[src/hdl/timed_hysteresis_zone_detector_top_macros.svh]
// ----------------------------------------------------------------------------
// Timed hysteresis zone detector assertion macros
// Shared assertion forms, clocked on i_clk and quiet while i_rst_n is low.
// ----------------------------------------------------------------------------
`ifndef TIMED_HYSTERESIS_ZONE_DETECTOR_TOP_MACROS_SVH
`define TIMED_HYSTERESIS_ZONE_DETECTOR_TOP_MACROS_SVH

// Same-cycle implication.
`define TDZ_ASSERT_IMP(lbl, ante, cons, msg) \
    lbl: assert property (@(posedge i_clk) disable iff (!i_rst_n) (ante) |-> (cons)) \
        else $error(msg);

// Next-cycle implication.
`define TDZ_ASSERT_NXT(lbl, ante, cons, msg) \
    lbl: assert property (@(posedge i_clk) disable iff (!i_rst_n) (ante) |=> (cons)) \
        else $error(msg);

`endif

[src/hdl/tdz_pkg.sv]
// ----------------------------------------------------------------------------
// Timed hysteresis zone detector package
// Shared widths, codes and types for the zone detector modules.
// ----------------------------------------------------------------------------
`default_nettype none

package tdz_pkg;

    localparam int NZONES_DEF      = 4;
    localparam int SAMPLE_BITS_DEF = 16;

    localparam int ZONE_W     = 2;
    localparam int USE_W      = 3;
    localparam int LEVEL_W    = 16;
    localparam int ELAPSED_W  = 15;
    localparam int MODE_W     = 2;
    localparam int CFG_IDX_W  = 4;
    localparam int CFG_DATA_W = 63;

    localparam logic [ELAPSED_W-1:0] ELAPSED_MAX = '1;

    localparam logic [MODE_W-1:0] MODE_UNINIT     = 2'd0;
    localparam logic [MODE_W-1:0] MODE_WAIT_ENTER = 2'd1;
    localparam logic [MODE_W-1:0] MODE_WAIT_LEAVE = 2'd2;

    localparam logic KIND_SAMPLE = 1'b0;
    localparam logic KIND_TICK   = 1'b1;

    localparam logic [CFG_IDX_W-1:0] REG_ZONES_IN_USE = 4'd0;
    localparam logic [CFG_IDX_W-1:0] REG_ZONE_BASE    = 4'd1;

    // Packs to the 63-bit zone word layout.
    typedef struct packed {
        logic                 above;
        logic [ELAPSED_W-1:0] exit_ms;
        logic [ELAPSED_W-1:0] enter_ms;
        logic [LEVEL_W-1:0]   exit_lv;
        logic [LEVEL_W-1:0]   enter_lv;
    } t_zone_cfg;

    // Head of the item queue as seen by the back end.
    typedef struct packed {
        logic valid;
        logic kind;
    } t_q_status;

endpackage

`default_nettype wire

[src/hdl/tdz_front.sv]
// ----------------------------------------------------------------------------
// Zone detector front end
// Accepts input beats, tags them as tick or sample and queues them for the
// back end in a two-entry queue.
// ----------------------------------------------------------------------------
`default_nettype none

module tdz_front #(
    parameter int SAMPLE_BITS = tdz_pkg::SAMPLE_BITS_DEF
) (
    input  wire logic                          i_clk,
    input  wire logic                          i_rst_n,
    input  wire logic                          i_valid,
    output logic                               o_stall,
    input  wire logic                          i_kind,
    input  wire logic signed [SAMPLE_BITS-1:0] i_sample,
    output tdz_pkg::t_q_status                 o_q,
    output logic signed [SAMPLE_BITS-1:0]      o_q_sample,
    input  wire logic                          i_q_pop
);

    logic                          r_kind [2];
    logic signed [SAMPLE_BITS-1:0] r_smp  [2];
    logic                          r_head;
    logic [1:0]                    r_cnt;
    logic                          n_head;
    logic [1:0]                    n_cnt;
    logic                          push;
    logic                          pop;
    logic                          tail;

    assign o_stall = (r_cnt == 2'd2);
    assign push    = i_valid && !o_stall;
    assign pop     = o_q.valid && i_q_pop;
    assign tail    = r_head ^ r_cnt[0];

    assign o_q.valid  = (r_cnt != 2'd0);
    assign o_q.kind   = r_kind[r_head];
    assign o_q_sample = r_smp[r_head];

    always_comb begin
        n_head = pop ? ~r_head : r_head;
        n_cnt  = r_cnt + {1'b0, push} - {1'b0, pop};
    end

    always_ff @(posedge i_clk) begin
        if (!i_rst_n) begin
            r_head <= 1'b0;
            r_cnt  <= 2'd0;
        end else begin
            r_head <= n_head;
            r_cnt  <= n_cnt;
        end
    end

    always_ff @(posedge i_clk) begin
        if (push) begin
            r_kind[tail] <= (i_kind == tdz_pkg::KIND_TICK) ? tdz_pkg::KIND_TICK
                                                          : tdz_pkg::KIND_SAMPLE;
            r_smp[tail]  <= i_sample;
        end
    end

endmodule

`default_nettype wire

[src/hdl/tdz_back.sv]
// ----------------------------------------------------------------------------
// Zone detector back end
// Applies ticks to all elapsed counters and scans the zones in use one per
// cycle on a sample unless an event is held up by an output stall, emitting
// enter and leave events through an output register.
// ----------------------------------------------------------------------------
`default_nettype none

`include "timed_hysteresis_zone_detector_top_macros.svh"

module tdz_back #(
    parameter int NZONES      = tdz_pkg::NZONES_DEF,
    parameter int SAMPLE_BITS = tdz_pkg::SAMPLE_BITS_DEF
) (
    input  wire logic                          i_clk,
    input  wire logic                          i_rst_n,
    input  wire tdz_pkg::t_q_status            i_q,
    input  wire logic signed [SAMPLE_BITS-1:0] i_q_sample,
    output logic                               o_q_pop,
    input  wire logic [tdz_pkg::USE_W-1:0]     i_zones_in_use,
    input  wire tdz_pkg::t_zone_cfg            i_zone_cfg [NZONES],
    output logic                               o_valid,
    input  wire logic                          i_stall,
    output logic [tdz_pkg::ZONE_W-1:0]         o_zone,
    output logic                               o_entered,
    output logic                               o_last
);

    localparam int IDX_W = (NZONES > 1) ? $clog2(NZONES) : 1;
    localparam int CNT_W = $clog2(NZONES + 1);
    localparam int CMP_W = (SAMPLE_BITS > tdz_pkg::LEVEL_W) ? SAMPLE_BITS
                                                            : tdz_pkg::LEVEL_W;

    localparam logic [1:0] ST_IDLE  = 2'd0;
    localparam logic [1:0] ST_SCAN  = 2'd1;
    localparam logic [1:0] ST_FLUSH = 2'd2;

    logic [1:0]                         r_state;
    logic signed [SAMPLE_BITS-1:0]      r_sample;
    logic [CNT_W-1:0]                   r_idx;
    logic [CNT_W-1:0]                   r_count;
    logic [tdz_pkg::MODE_W-1:0]         r_mode    [NZONES];
    logic [tdz_pkg::ELAPSED_W-1:0]      r_elapsed [NZONES];
    logic                               r_pend_valid;
    logic [IDX_W-1:0]                   r_pend_zone;
    logic                               r_pend_entered;
    logic                               r_out_valid;
    logic [tdz_pkg::ZONE_W-1:0]         r_out_zone;
    logic                               r_out_entered;
    logic                               r_out_last;

    logic [IDX_W-1:0]                   idx;
    tdz_pkg::t_zone_cfg                 cfg;
    logic [tdz_pkg::MODE_W-1:0]         cur_mode;
    logic [tdz_pkg::ELAPSED_W-1:0]      cur_el;
    logic [tdz_pkg::MODE_W-1:0]         eff_mode;
    logic [tdz_pkg::ELAPSED_W-1:0]      eff_el;
    logic signed [CMP_W-1:0]            s_x;
    logic signed [CMP_W-1:0]            enter_x;
    logic signed [CMP_W-1:0]            exit_x;
    logic                               active;
    logic                               holds;
    logic [tdz_pkg::ELAPSED_W-1:0]      limit;
    logic [tdz_pkg::MODE_W-1:0]         next_mode;
    logic                               ev;
    logic [tdz_pkg::MODE_W-1:0]         new_mode;
    logic [tdz_pkg::ELAPSED_W-1:0]      new_el;
    logic                               out_free;
    logic                               scan_go;
    logic                               scan_last;
    logic                               flush_go;
    logic                               push;
    logic                               push_last;
    logic [CNT_W-1:0]                   use_cnt;

    assign idx      = r_idx[IDX_W-1:0];
    assign cfg      = i_zone_cfg[idx];
    assign cur_mode = r_mode[idx];
    assign cur_el   = r_elapsed[idx];

    // A zone's first sample starts it as waiting to enter with a clear counter.
    assign eff_mode = (cur_mode == tdz_pkg::MODE_UNINIT) ? tdz_pkg::MODE_WAIT_ENTER : cur_mode;
    assign eff_el   = (cur_mode == tdz_pkg::MODE_UNINIT) ? '0 : cur_el;

    assign s_x     = CMP_W'(r_sample);
    assign enter_x = CMP_W'(signed'(cfg.enter_lv));
    assign exit_x  = CMP_W'(signed'(cfg.exit_lv));

    always_comb begin
        case (eff_mode)
            tdz_pkg::MODE_WAIT_ENTER: begin
                active    = 1'b1;
                holds     = cfg.above ? (s_x >= enter_x) : (s_x <= enter_x);
                limit     = cfg.enter_ms;
                next_mode = tdz_pkg::MODE_WAIT_LEAVE;
            end
            tdz_pkg::MODE_WAIT_LEAVE: begin
                active    = 1'b1;
                holds     = cfg.above ? (s_x <= exit_x) : (s_x >= exit_x);
                limit     = cfg.exit_ms;
                next_mode = tdz_pkg::MODE_WAIT_ENTER;
            end
            default: begin
                active    = 1'b0;
                holds     = 1'b0;
                limit     = '0;
                next_mode = eff_mode;
            end
        endcase
    end

    assign ev       = active && holds && (eff_el >= limit);
    assign new_mode = !active ? cur_mode : (ev ? next_mode : eff_mode);
    assign new_el   = !active ? cur_el : ((!holds || ev) ? '0 : eff_el);

    assign out_free  = !r_out_valid || !i_stall;
    assign scan_go   = (r_state == ST_SCAN) && (!(ev && r_pend_valid) || out_free);
    assign scan_last = ((r_idx + CNT_W'(1)) == r_count);
    assign flush_go  = (r_state == ST_FLUSH) && (!r_pend_valid || out_free);

    // An event goes out once the next one is known, so its last flag is settled.
    assign push      = (scan_go && ev && r_pend_valid) || (flush_go && r_pend_valid);
    assign push_last = (r_state == ST_FLUSH);

    assign use_cnt = ({1'b0, i_zones_in_use} > (tdz_pkg::USE_W + 1)'(NZONES))
                     ? CNT_W'(NZONES) : CNT_W'(i_zones_in_use);

    assign o_q_pop   = (r_state == ST_IDLE) && i_q.valid;
    assign o_valid   = r_out_valid;
    assign o_zone    = r_out_zone;
    assign o_entered = r_out_entered;
    assign o_last    = r_out_last;

    always_ff @(posedge i_clk) begin
        if (!i_rst_n) begin
            r_state      <= ST_IDLE;
            r_idx        <= '0;
            r_count      <= '0;
            r_pend_valid <= 1'b0;
            r_out_valid  <= 1'b0;
            for (int z = 0; z < NZONES; z++) begin
                r_mode[z]    <= tdz_pkg::MODE_UNINIT;
                r_elapsed[z] <= '0;
            end
        end else begin
            case (r_state)
                ST_IDLE: begin
                    if (i_q.valid) begin
                        if (i_q.kind == tdz_pkg::KIND_TICK) begin
                            for (int z = 0; z < NZONES; z++) begin
                                if (r_elapsed[z] != tdz_pkg::ELAPSED_MAX) begin
                                    r_elapsed[z] <= r_elapsed[z] + 1'b1;
                                end
                            end
                        end else begin
                            r_idx   <= '0;
                            r_count <= use_cnt;
                            r_state <= (use_cnt == '0) ? ST_IDLE : ST_SCAN;
                        end
                    end
                end
                ST_SCAN: begin
                    if (scan_go) begin
                        r_mode[idx]    <= new_mode;
                        r_elapsed[idx] <= new_el;
                        if (ev) begin
                            r_pend_valid <= 1'b1;
                        end
                        r_idx <= r_idx + CNT_W'(1);
                        if (scan_last) begin
                            r_state <= ST_FLUSH;
                        end
                    end
                end
                ST_FLUSH: begin
                    if (flush_go) begin
                        r_pend_valid <= 1'b0;
                        r_state      <= ST_IDLE;
                    end
                end
                default: begin
                    r_state <= ST_IDLE;
                end
            endcase

            if (push) begin
                r_out_valid <= 1'b1;
            end else if (!i_stall) begin
                r_out_valid <= 1'b0;
            end
        end
    end

    always_ff @(posedge i_clk) begin
        if (o_q_pop && i_q.kind == tdz_pkg::KIND_SAMPLE) begin
            r_sample <= i_q_sample;
        end
        if (scan_go && ev) begin
            r_pend_zone    <= idx;
            r_pend_entered <= (next_mode == tdz_pkg::MODE_WAIT_LEAVE);
        end
        if (push) begin
            r_out_zone    <= tdz_pkg::ZONE_W'(r_pend_zone);
            r_out_entered <= r_pend_entered;
            r_out_last    <= push_last;
        end
    end

    `TDZ_ASSERT_IMP(a_idle_no_pend, r_state == ST_IDLE, !r_pend_valid,
        "pending event left behind at end of sample")
    `TDZ_ASSERT_IMP(a_scan_in_range, r_state == ST_SCAN, r_idx < r_count,
        "zone scan index past zones in use")
    `TDZ_ASSERT_NXT(a_blocked_holds,
        r_state == ST_SCAN && ev && r_pend_valid && !out_free,
        r_state == ST_SCAN && $stable(r_idx),
        "zone scan advanced while its event could not be placed")

endmodule

`default_nettype wire

[src/hdl/timed_hysteresis_zone_detector_top.sv]
// Throughput: the back end scans one zone per cycle while output stalls do not
//   hold it, and takes no new beat from the queue until a sample's scan is done.
// Reset: synchronous, active low; clears the queue, all zones to uninitialised
//   with zero elapsed time, and the configuration registers to zero.
// ----------------------------------------------------------------------------
// Timed hysteresis zone detector
// Per-zone hysteresis thresholds with millisecond confirmation times over one
// shared sample stream; zone side changes come out as event beats.
// ----------------------------------------------------------------------------
`default_nettype none

module timed_hysteresis_zone_detector_top #(
    parameter int NZONES      = tdz_pkg::NZONES_DEF,
    parameter int SAMPLE_BITS = tdz_pkg::SAMPLE_BITS_DEF
) (
    input  wire logic                                i_clk,
    input  wire logic                                i_rst_n,
    input  wire logic                                i_valid,
    output logic                                     o_stall,
    input  wire logic                                i_kind,
    input  wire logic signed [SAMPLE_BITS-1:0]       i_sample,
    output logic                                     o_valid,
    input  wire logic                                i_stall,
    output logic [tdz_pkg::ZONE_W-1:0]               o_zone,
    output logic                                     o_entered,
    output logic                                     o_last,
    input  wire logic                                i_cfg_valid,
    output logic                                     o_cfg_ready,
    input  wire logic [tdz_pkg::CFG_IDX_W-1:0]       i_cfg_index,
    input  wire logic [tdz_pkg::CFG_DATA_W-1:0]      i_cfg_data
);

    logic [tdz_pkg::USE_W-1:0]     r_zones_in_use;
    tdz_pkg::t_zone_cfg            r_zone_cfg [NZONES];

    tdz_pkg::t_q_status            q;
    logic signed [SAMPLE_BITS-1:0] q_sample;
    logic                          q_pop;
    logic                          cfg_we;

    assign o_cfg_ready = 1'b1;
    assign cfg_we      = i_cfg_valid && o_cfg_ready;

    // Writes to indexes beyond the zone table drop silently.
    always_ff @(posedge i_clk) begin
        if (!i_rst_n) begin
            r_zones_in_use <= '0;
            for (int z = 0; z < NZONES; z++) begin
                r_zone_cfg[z] <= '0;
            end
        end else if (cfg_we) begin
            if (i_cfg_index == tdz_pkg::REG_ZONES_IN_USE) begin
                r_zones_in_use <= i_cfg_data[tdz_pkg::USE_W-1:0];
            end
            for (int z = 0; z < NZONES; z++) begin
                if (i_cfg_index == tdz_pkg::REG_ZONE_BASE + tdz_pkg::CFG_IDX_W'(z)) begin
                    r_zone_cfg[z] <= i_cfg_data;
                end
            end
        end
    end

    tdz_front #(
        .SAMPLE_BITS (SAMPLE_BITS)
    ) u_front (
        .i_clk      (i_clk),
        .i_rst_n    (i_rst_n),
        .i_valid    (i_valid),
        .o_stall    (o_stall),
        .i_kind     (i_kind),
        .i_sample   (i_sample),
        .o_q        (q),
        .o_q_sample (q_sample),
        .i_q_pop    (q_pop)
    );

    tdz_back #(
        .NZONES      (NZONES),
        .SAMPLE_BITS (SAMPLE_BITS)
    ) u_back (
        .i_clk          (i_clk),
        .i_rst_n        (i_rst_n),
        .i_q            (q),
        .i_q_sample     (q_sample),
        .o_q_pop        (q_pop),
        .i_zones_in_use (r_zones_in_use),
        .i_zone_cfg     (r_zone_cfg),
        .o_valid        (o_valid),
        .i_stall        (i_stall),
        .o_zone         (o_zone),
        .o_entered      (o_entered),
        .o_last         (o_last)
    );

endmodule

`default_nettype wire
[config.mk]
export PLATFORM = sky130hd
export DESIGN_NAME = timed_hysteresis_zone_detector_top
export DESIGN_NICKNAME = d
export VERILOG_FILES = /design/src/hdl/tdz_pkg.sv /design/src/hdl/tdz_front.sv /design/src/hdl/tdz_back.sv /design/src/hdl/timed_hysteresis_zone_detector_top.sv
export VERILOG_INCLUDE_DIRS = /design/src /design/src/hdl
export SDC_FILE = /design/constraint.sdc
export NUM_CORES = 1
export LEC_CHECK = 0
export BUFFER_PORTS_ARGS = -buffer_cell sky130_fd_sc_hd__clkbuf_2
export CAP_MARGIN = 5
export CORE_ASPECT_RATIO = 1.2
export CORE_UTILIZATION = 45
export CTS_CLUSTER_SIZE = 16
export DETAILED_ROUTE_END_ITERATION = 12
export GPL_ROUTABILITY_DRIVEN = 0
export SYNTH_ARGS = -nofsm -noshare
export SYNTH_HDL_FRONTEND = slang
export SYNTH_SLANG_ARGS = --single-unit
[constraint.sdc]
create_clock -name i_clk -period 6 [get_ports i_clk]
set_input_delay 0.3 -clock i_clk [delete_from_list [all_inputs] [get_ports i_clk]]
set_output_delay 0.3 -clock i_clk [all_outputs]
set_load 0.05 [all_outputs]
==> impl_metrics.toml, run 1 <==
[run_status]
outcome = "finished clean"

[floorplanning]
fp.dieH_um = 226
dieArea_um2 = 42600
die_width_um = 189
rows = 81
core_area_um2 = 40900
initial_utilization = 0.459
ios = 96

[critical_path]
r2r-end = "u_back.r_elapsed[1][6]$_DFFE_PP_"
crit_end = "u_back.r_elapsed[1][6]$_DFFE_PP_"
cp-end-kind = "register"
path_class = "register to register"
worst_path_max_delay_cell = "dfxtp_1"
rr_worst_depth = 14
critPathRequiredTime_ns = 6.17
cp-start-kind = "register"
crit_top_cell = "nor2_1"
arrival_ns = 5.47
critical_path.cell_chain = "mux2_2 -> o21a_1 -> inv_2 -> nor2_1 -> buf_4 -> a22oi_1 -> ha_1 -> a2111oi_0 -> a221o_1 -> a31oi_1 -> nor2_1 -> a211o_1 -> nand4_4 -> nand3_1"
cp.depth = 14
cpPeakStageDelay_ns = 0.75
worstPathMaxFanout = 19
r2r_slack_ns = 0.71
critPathTopFamily = "compound AO/OA/AOI/OAI gates"
worst-path-buf-inv = 2

[sta]
drv_slew = 0
relSlewSlack = 0.281
grt_setup_unrepaired = "false"
period_needed_ns = 5.29
clock.fmax_ghz = 0.189
worstMarginPinSlew_ns = 1.08
finalHoldViolCount = 0
fin_ws_ns = 0.707
fin_crit_sh = 0.882
fin_skew_ns = 0.0129
finalSetupViolCount = 0
finalSetupTns_ns = 0

[logic_synthesis]
syn_area_per_cell_um2 = 9.48
synthFlopType = "dfxtp_1"
async_reset_ff_frac = 0
ys_seq_elements = 396
synth_top_area_share = 0.289
ys_seq_area_frac = 0.489
syn-instance-count = 1982
synth_top_cell_by_area = "dfxtp_1"
ys_types = 62
synth_area_leaders = "dfxtp_1, edfxtp_1, nand2_1"
yosys_warnings = 0
syn_nets = 2128
synth-edff-count = 125
synthTopCellsByCount = "nand2_1, a21oi_1, dfxtp_1"
yosysMostFrequentCell = "nand2_1"
syn_area_um2 = 18800

[placement]
place_ws_ns = 0.739
port_buffers = 94
dp_hpwl_um = 33300

[pwr]
ir_drop_mv = 0.216
leakage_nw = 7.19
p_sw_frac = 0.279
power.internal_mw = 5.06
clockPowerShare = 0.371
p_per_area_nw_per_um2 = 328
power.total_mw = 7.02
seqPwrFrac = 0.469
p_comb_frac = 0.160
power.switching_mw = 1.96

[cts]
postCtsHoldBufs = 30
cts.path.max_buffers = 3
cts_resized = 0
cts_made_buffers = 43
clkTransAtPathRegs_ns = 0.06
root_buffer = "clkbuf_16"
cts_tree = "done"
htree_levels = 2
clkLatencyLatePin_ns = 0.55
clock_sinks = 396
post-cts-setup-buffers = 0

[global_routing]
grt_first_pass_wirelength_um = 81000
grt_max_degree = 96
antenna_found_initial = 3
track_usage = 0.243
first_global_vias = 14805
overflow = 0

[run]
max_cap_viol_count = 0

[routing]
drtIter0Drc = 1125
drt-total-wl_um = 51800
via_per_inst = 5.69
wl_per_cell_um = 19.7
drc = 0
dr.pass1.iters = 5
ant_nets = 0
vias = 14977

[layout]
drive_gt1_frac = 0.151
layout-area-overhead-vs-synth_pct = 14.1
nets = 2206

[hold_path]
worstHoldPathType = "input port to register"
==> metrics by stage <==
step	hold WS, ns	utilization	cell area [um^2]	std cells
2_1_floorplan	0.399	-	18800	1982
3_3_place_gp	0.428	0.483	19800	2524
3_5_place_dp	0.434	0.483	19800	2524
4_1_cts	0.0000266	0.524	21400	2629
5_1_grt	0.0105	0.524	21400	2631
6_report	0.0206	0.524	21400	2631
==> logic make-up (layout without fill, tap and decap cells) <==
| kind of cell | Yosys count | after routing | share of synthesized area |
|---|---|---|---|
| and+or+nand+nor | 754 | 754 | 0.167 |
| other | 1 | 3 | 0.000200 |
| AOI/OAI and AO/OA | 418 | 418 | 0.132 |
| buffers and inverters | 185 | 293 | 0.0398 |
| xor gates and xnor gates | 62 | 62 | 0.0289 |
| muxes | 109 | 109 | 0.105 |
| adders and majority gates | 57 | 57 | 0.0380 |
| DFF | 396 | 396 | 0.489 |
==> area by class of cell <==
type	count	area (um^2)
fillers	3741	19500
repair buffers	167	1110
flip-flops and latches	396	9190
clock buffers	62	1230
inverters	51	199
diodes	2	5.00
well taps	539	674
multi-input cells	1401	8890
clock inverters	13	151
==> worst min-delay path by stage <==
| stage | end | startpoint | cells past startpoint | slack, ns |
|---|---|---|---|---|
| after CTS | r_zone_cfg[83]$_SDFFE_PN0P_ | i_cfg_data[20] | 3 | 0.00003 |
| after global routing | r_zone_cfg[45]$_SDFFE_PN0P_ | i_cfg_data[45] | 3 | 0.01 |
| after floorplan | u_front.r_kind[0]$_DFFE_PP_ | i_kind | 0 | 0.40 |
| after detailed placement | u_back.o_zone[0]$_DFFE_PP_ | u_back.r_pend_zone[0]$_DFFE_PP_ | 0 | 0.43 |
| final | r_zone_cfg[105]$_SDFFE_PN0P_ | i_cfg_data[42] | 3 | 0.02 |
| after global placement | u_back.o_zone[0]$_DFFE_PP_ | u_back.r_pend_zone[0]$_DFFE_PP_ | 0 | 0.43 |
==> layer usage <==
metal,track usage,part of all wire,up-vias
li1,-,-,7137
met2,0.438,0.52,464
met4,0.0796,0.025,2
met5,0,0.00017,-
met1,0.298,0.40,7292
met3,0.0340,0.061,82
==> worst min-delay path, cell delays in order <==
cell and delay, ns:
clkbuf_2 0.11, nand2_1 0.06, a21oi_1 0.05
==> cells in the final DEF, fill, tap and decap left out, types with 8 or more instances in the layout <==
cell type      synthesis  layout
xor2_1                24      24
mux2_2                28      28
nor2_1                49      47
nand4_1               17      17
xnor2_1               38      38
dlygate4sd3_1          0      30
mux4_2                68      68
a21oi_1              281     281
inv_1                 49      49
o32ai_1               30      30
o41ai_1               23      23
nand2_1              580     580
nand3_1               42      40
o21ai_0               23      22
clkbuf_16              0      43
and3_1                20      18
ha_1                  57      57
a22oi_1               14      14
clkbuf_1             109      11
mux2i_1               13      13
clkbuf_8               0       8
dfxtp_1              271     269
buf_4                  1      42
nor2b_1               14      14
o31ai_1                9       9
edfxtp_1             125     125
clkbuf_2               0      94
==> state kept, by name, summed over array words and instances, names as in the netlist, 2 cells and up, named ones only <==
| name | count |
|---|---|
| u_back.r_count | 3 |
| u_back.r_sample | 16 |
| r_zones_in_use | 3 |
| u_back.r_elapsed | 60 |
| u_back.r_mode | 8 |
| u_front.r_cnt | 2 |
| r_zone_cfg | 252 |
| u_back.o_zone | 2 |
| u_back.r_pend_zone | 2 |
| u_back.r_state | 2 |
| u_front.r_kind | 2 |
| u_back.r_idx | 3 |
| u_front.r_smp | 32 |
==> power groups by stage <==
stage	Sequential (mW)	Clock, mW	Combinational (mW)
after floorplan	3.23	0	0.786
after global routing	3.32	2.76	1.25
after CTS	3.29	2.66	1.13
after detailed placement	3.35	0	1.10
final	3.29	2.61	1.12
after global placement	3.34	0	1.08
(Power assumes the default switching activity.)
==> run 2, diff against run 1 <==
--- a/config.mk
+++ b/config.mk
@@ -13,6 +13,8 @@
 export CTS_CLUSTER_SIZE = 16
 export DETAILED_ROUTE_END_ITERATION = 12
 export GPL_ROUTABILITY_DRIVEN = 0
+export SETUP_SLACK_MARGIN = 0.05
 export SYNTH_ARGS = -nofsm -noshare
 export SYNTH_HDL_FRONTEND = slang
+export SYNTH_HIERARCHICAL = 1
 export SYNTH_SLANG_ARGS = --single-unit
==> run 2 against run 1 <==
  * Die area increased by 5.0%
  * Global-route usage decreased by 1.9 points
  * Clock-buffer cell count decreased by 2
  * Largest power group unchanged
  * Highest routed layer is now met4
  * Clock skew increased by 0.0078 ns
==> impl_metrics.toml, run 2 <==
[critical_path]
crit_end = "u_back/r_elapsed[3][3]$_DFFE_PP_"
r2r_slack_ns = 1.12
cp-end-kind = "register"
r2r-end = "u_back/r_elapsed[3][3]$_DFFE_PP_"
cp-start-kind = "register"
path_class = "register to register"
arrival_ns = 5.05
rr_worst_depth = 16
critPathRequiredTime_ns = 6.17
worstPathMaxFanout = 16

[logic_synthesis]
synthFlopType = "dfxtp_1"
ys_seq_area_frac = 0.465
yosys_warnings = 6
syn-instance-count = 1775
yosysMostFrequentCell = "nand2_1"
synth_area_leaders = "dfxtp_1, edfxtp_1, mux2i_1"
synthTopCellsByCount = "nand2_1, dfxtp_1, mux2i_1"
syn_nets = 1921
ys_seq_elements = 396
syn_area_per_cell_um2 = 11.1
ys_types = 68
syn_area_um2 = 19700
synth_top_cell_by_area = "dfxtp_1"
synth-edff-count = 125
async_reset_ff_frac = 0
synth_top_area_share = 0.275

[placement]
dp_hpwl_um = 32700
port_buffers = 94
dp_cells = 2328

[pwr]
power.internal_mw = 5.04
power.total_mw = 7.03
clockPowerShare = 0.362
p_per_area_nw_per_um2 = 321
seqPwrFrac = 0.473
p_comb_frac = 0.165
power.switching_mw = 2.00
ir_drop_mv = 0.244
leakage_nw = 9.35
p_sw_frac = 0.284

[cts]
clock_sinks = 396
cts.path.max_buffers = 3
htree_levels = 2
cts_tree = "done"
postCtsHoldBufs = 17
clkLatencyLatePin_ns = 0.55
post-cts-setup-buffers = 0
root_buffer = "clkbuf_16"
cts_resized = 0
clkTransAtPathRegs_ns = 0.06
cts_made_buffers = 43

[routing]
drt-total-wl_um = 49500
via_per_inst = 5.68
ant_nets = 0
dr.pass1.iters = 7
vias = 13744
wl_per_cell_um = 20.5
drc = 0
drtIter0Drc = 971

[sta]
grt_setup_unrepaired = "false"
fin_skew_ns = 0.0207
worstMarginPinSlew_ns = 1.01
hold_slack_ns = 0.0630
clock.fmax_ghz = 0.205
finalSetupViolCount = 0
relSlewSlack = 0.326
drv_slew = 0
finalSetupTns_ns = 0
period_needed_ns = 4.88
finalHoldViolCount = 0
fin_crit_sh = 0.814

[layout]
reg.largest.list = "r_zone_cfg x252, u_back/r_elapsed x60, u_front/r_smp x32"
drive_gt1_frac = 0.150
layout-area-overhead-vs-synth_pct = 11.2
mostFrequentLayoutCell = "nand2_1"
post-route-util = 0.510
fillers = 3886
largest-register = "r_zone_cfg"
final_cell_mix = "nand2_1, dfxtp_1, mux2i_1, edfxtp_1, clkbuf_2"
largest_reg_flops = 252
nets = 1984
final_cells = 2419

[hold_path]
worstHoldPathType = "input port to register"

[floorplanning]
initial_utilization = 0.459
dieArea_um2 = 44700
die_width_um = 193
core_area_um2 = 43000
rows = 83
fp.dieH_um = 231
ios = 96

[global_routing]
first_global_vias = 13831
antenna_found_initial = 0
grt_first_pass_wirelength_um = 77800
overflow = 0
grt_max_degree = 215
track_usage = 0.224

[run_status]
outcome = "finished clean"

[run]
max_cap_viol_count = 0
[run 2: cell types whose count changed after synthesis, moves of 23 or more]
cell	before	now
mux2_2	28	1
nor2_1	49	91
clkbuf_1	109	53
mux2i_1	13	259
o41ai_1	23	0
a21oi_1	281	30
o32ai_1	30	0
a41o_1	0	50
nand2_1	580	368
[run 2: metal layers]
layer  track usage  wire [um]  vias to the layer above
met5             0          0                        -
met4        0.0850       1710                        0
met2         0.391      25400                      334
li1              -          -                     6540
met1         0.280      20400                     6769
met3        0.0288       1980                      101
[run 2: logic make-up after synthesis]
kind of cell,after synthesis,share of synthesized area
simple gates,592,0.130
flops,396,0.465
mux,356,0.234
buf+inv,162,0.0457
compound gates,154,0.0625
fa+ha+maj,57,0.0361
xor+xnor,57,0.0260
other cells,1,0.000190
[run 2: cell type report]
class / instances / area, um^2 / share of cell area
multi-input combinational: 1217 / 9670 / 0.441
sequential: 396 / 9190 / 0.419
clock buffer: 60 / 1220 / 0.0558
timing repair buffer: 134 / 873 / 0.0398
tap: 552 / 691 / 0.0315
inverter: 46 / 173 / 0.00787
clock inverter: 13 / 114 / 0.00519
antenna: 1 / 2.50 / 0.000114
[run 2: how the worst min path moves through the flow]
stage                                       from                           end  slack [ns]  cells past startpoint
floorplan                                 i_kind   u_front/r_kind[0]$_DFFE_PP_        0.40                      0
global placement    r_zone_cfg[237]$_SDFFE_PN0P_  r_zone_cfg[237]$_SDFFE_PN0P_        0.44                      2
detailed placement  r_zone_cfg[247]$_SDFFE_PN0P_  r_zone_cfg[247]$_SDFFE_PN0P_        0.45                      2
CTS                                      i_stall   u_back/o_valid$_SDFFE_PN0P_        0.04                      3
global route                      i_cfg_data[18]   r_zone_cfg[81]$_SDFFE_PN0P_        0.07                      3
finish                                   i_stall   u_back/o_valid$_SDFFE_PN0P_        0.06                      3
[run 2: metrics by stage]
step	setup slack, ns	cell area [um^2]
after floorplan	1.23	19700
final	1.12	21900
after global routing	0.801	21900
after detailed placement	1.16	20400
after global placement	1.28	20400
after CTS	1.14	21900
[run 2: critical path, cell delays in order (launching register included)]
cell and delay, ns:
dfxtp_1 0.40, mux2_2 0.37, o21ai_2 0.22, buf_4 0.27
nor2_1 0.11, buf_4 0.20, a22oi_1 0.21, ha_1 0.28
a21o_1 0.18, a21o_1 0.16, a21oi_1 0.14, o31ai_1 0.12
nor2_1 0.38, a211oi_4 0.07, buf_4 0.19, nor2_1 0.44
a221o_1 0.76
[run 2: power by group through the flow]
stage	combinational, mW	clock (mW)	sequential [mW]
finish	1.16	2.54	3.33
global route	1.28	2.71	3.35
CTS	1.16	2.61	3.33
detailed placement	1.15	0	3.39
global placement	1.12	0	3.38
floorplan	0.868	0	3.25
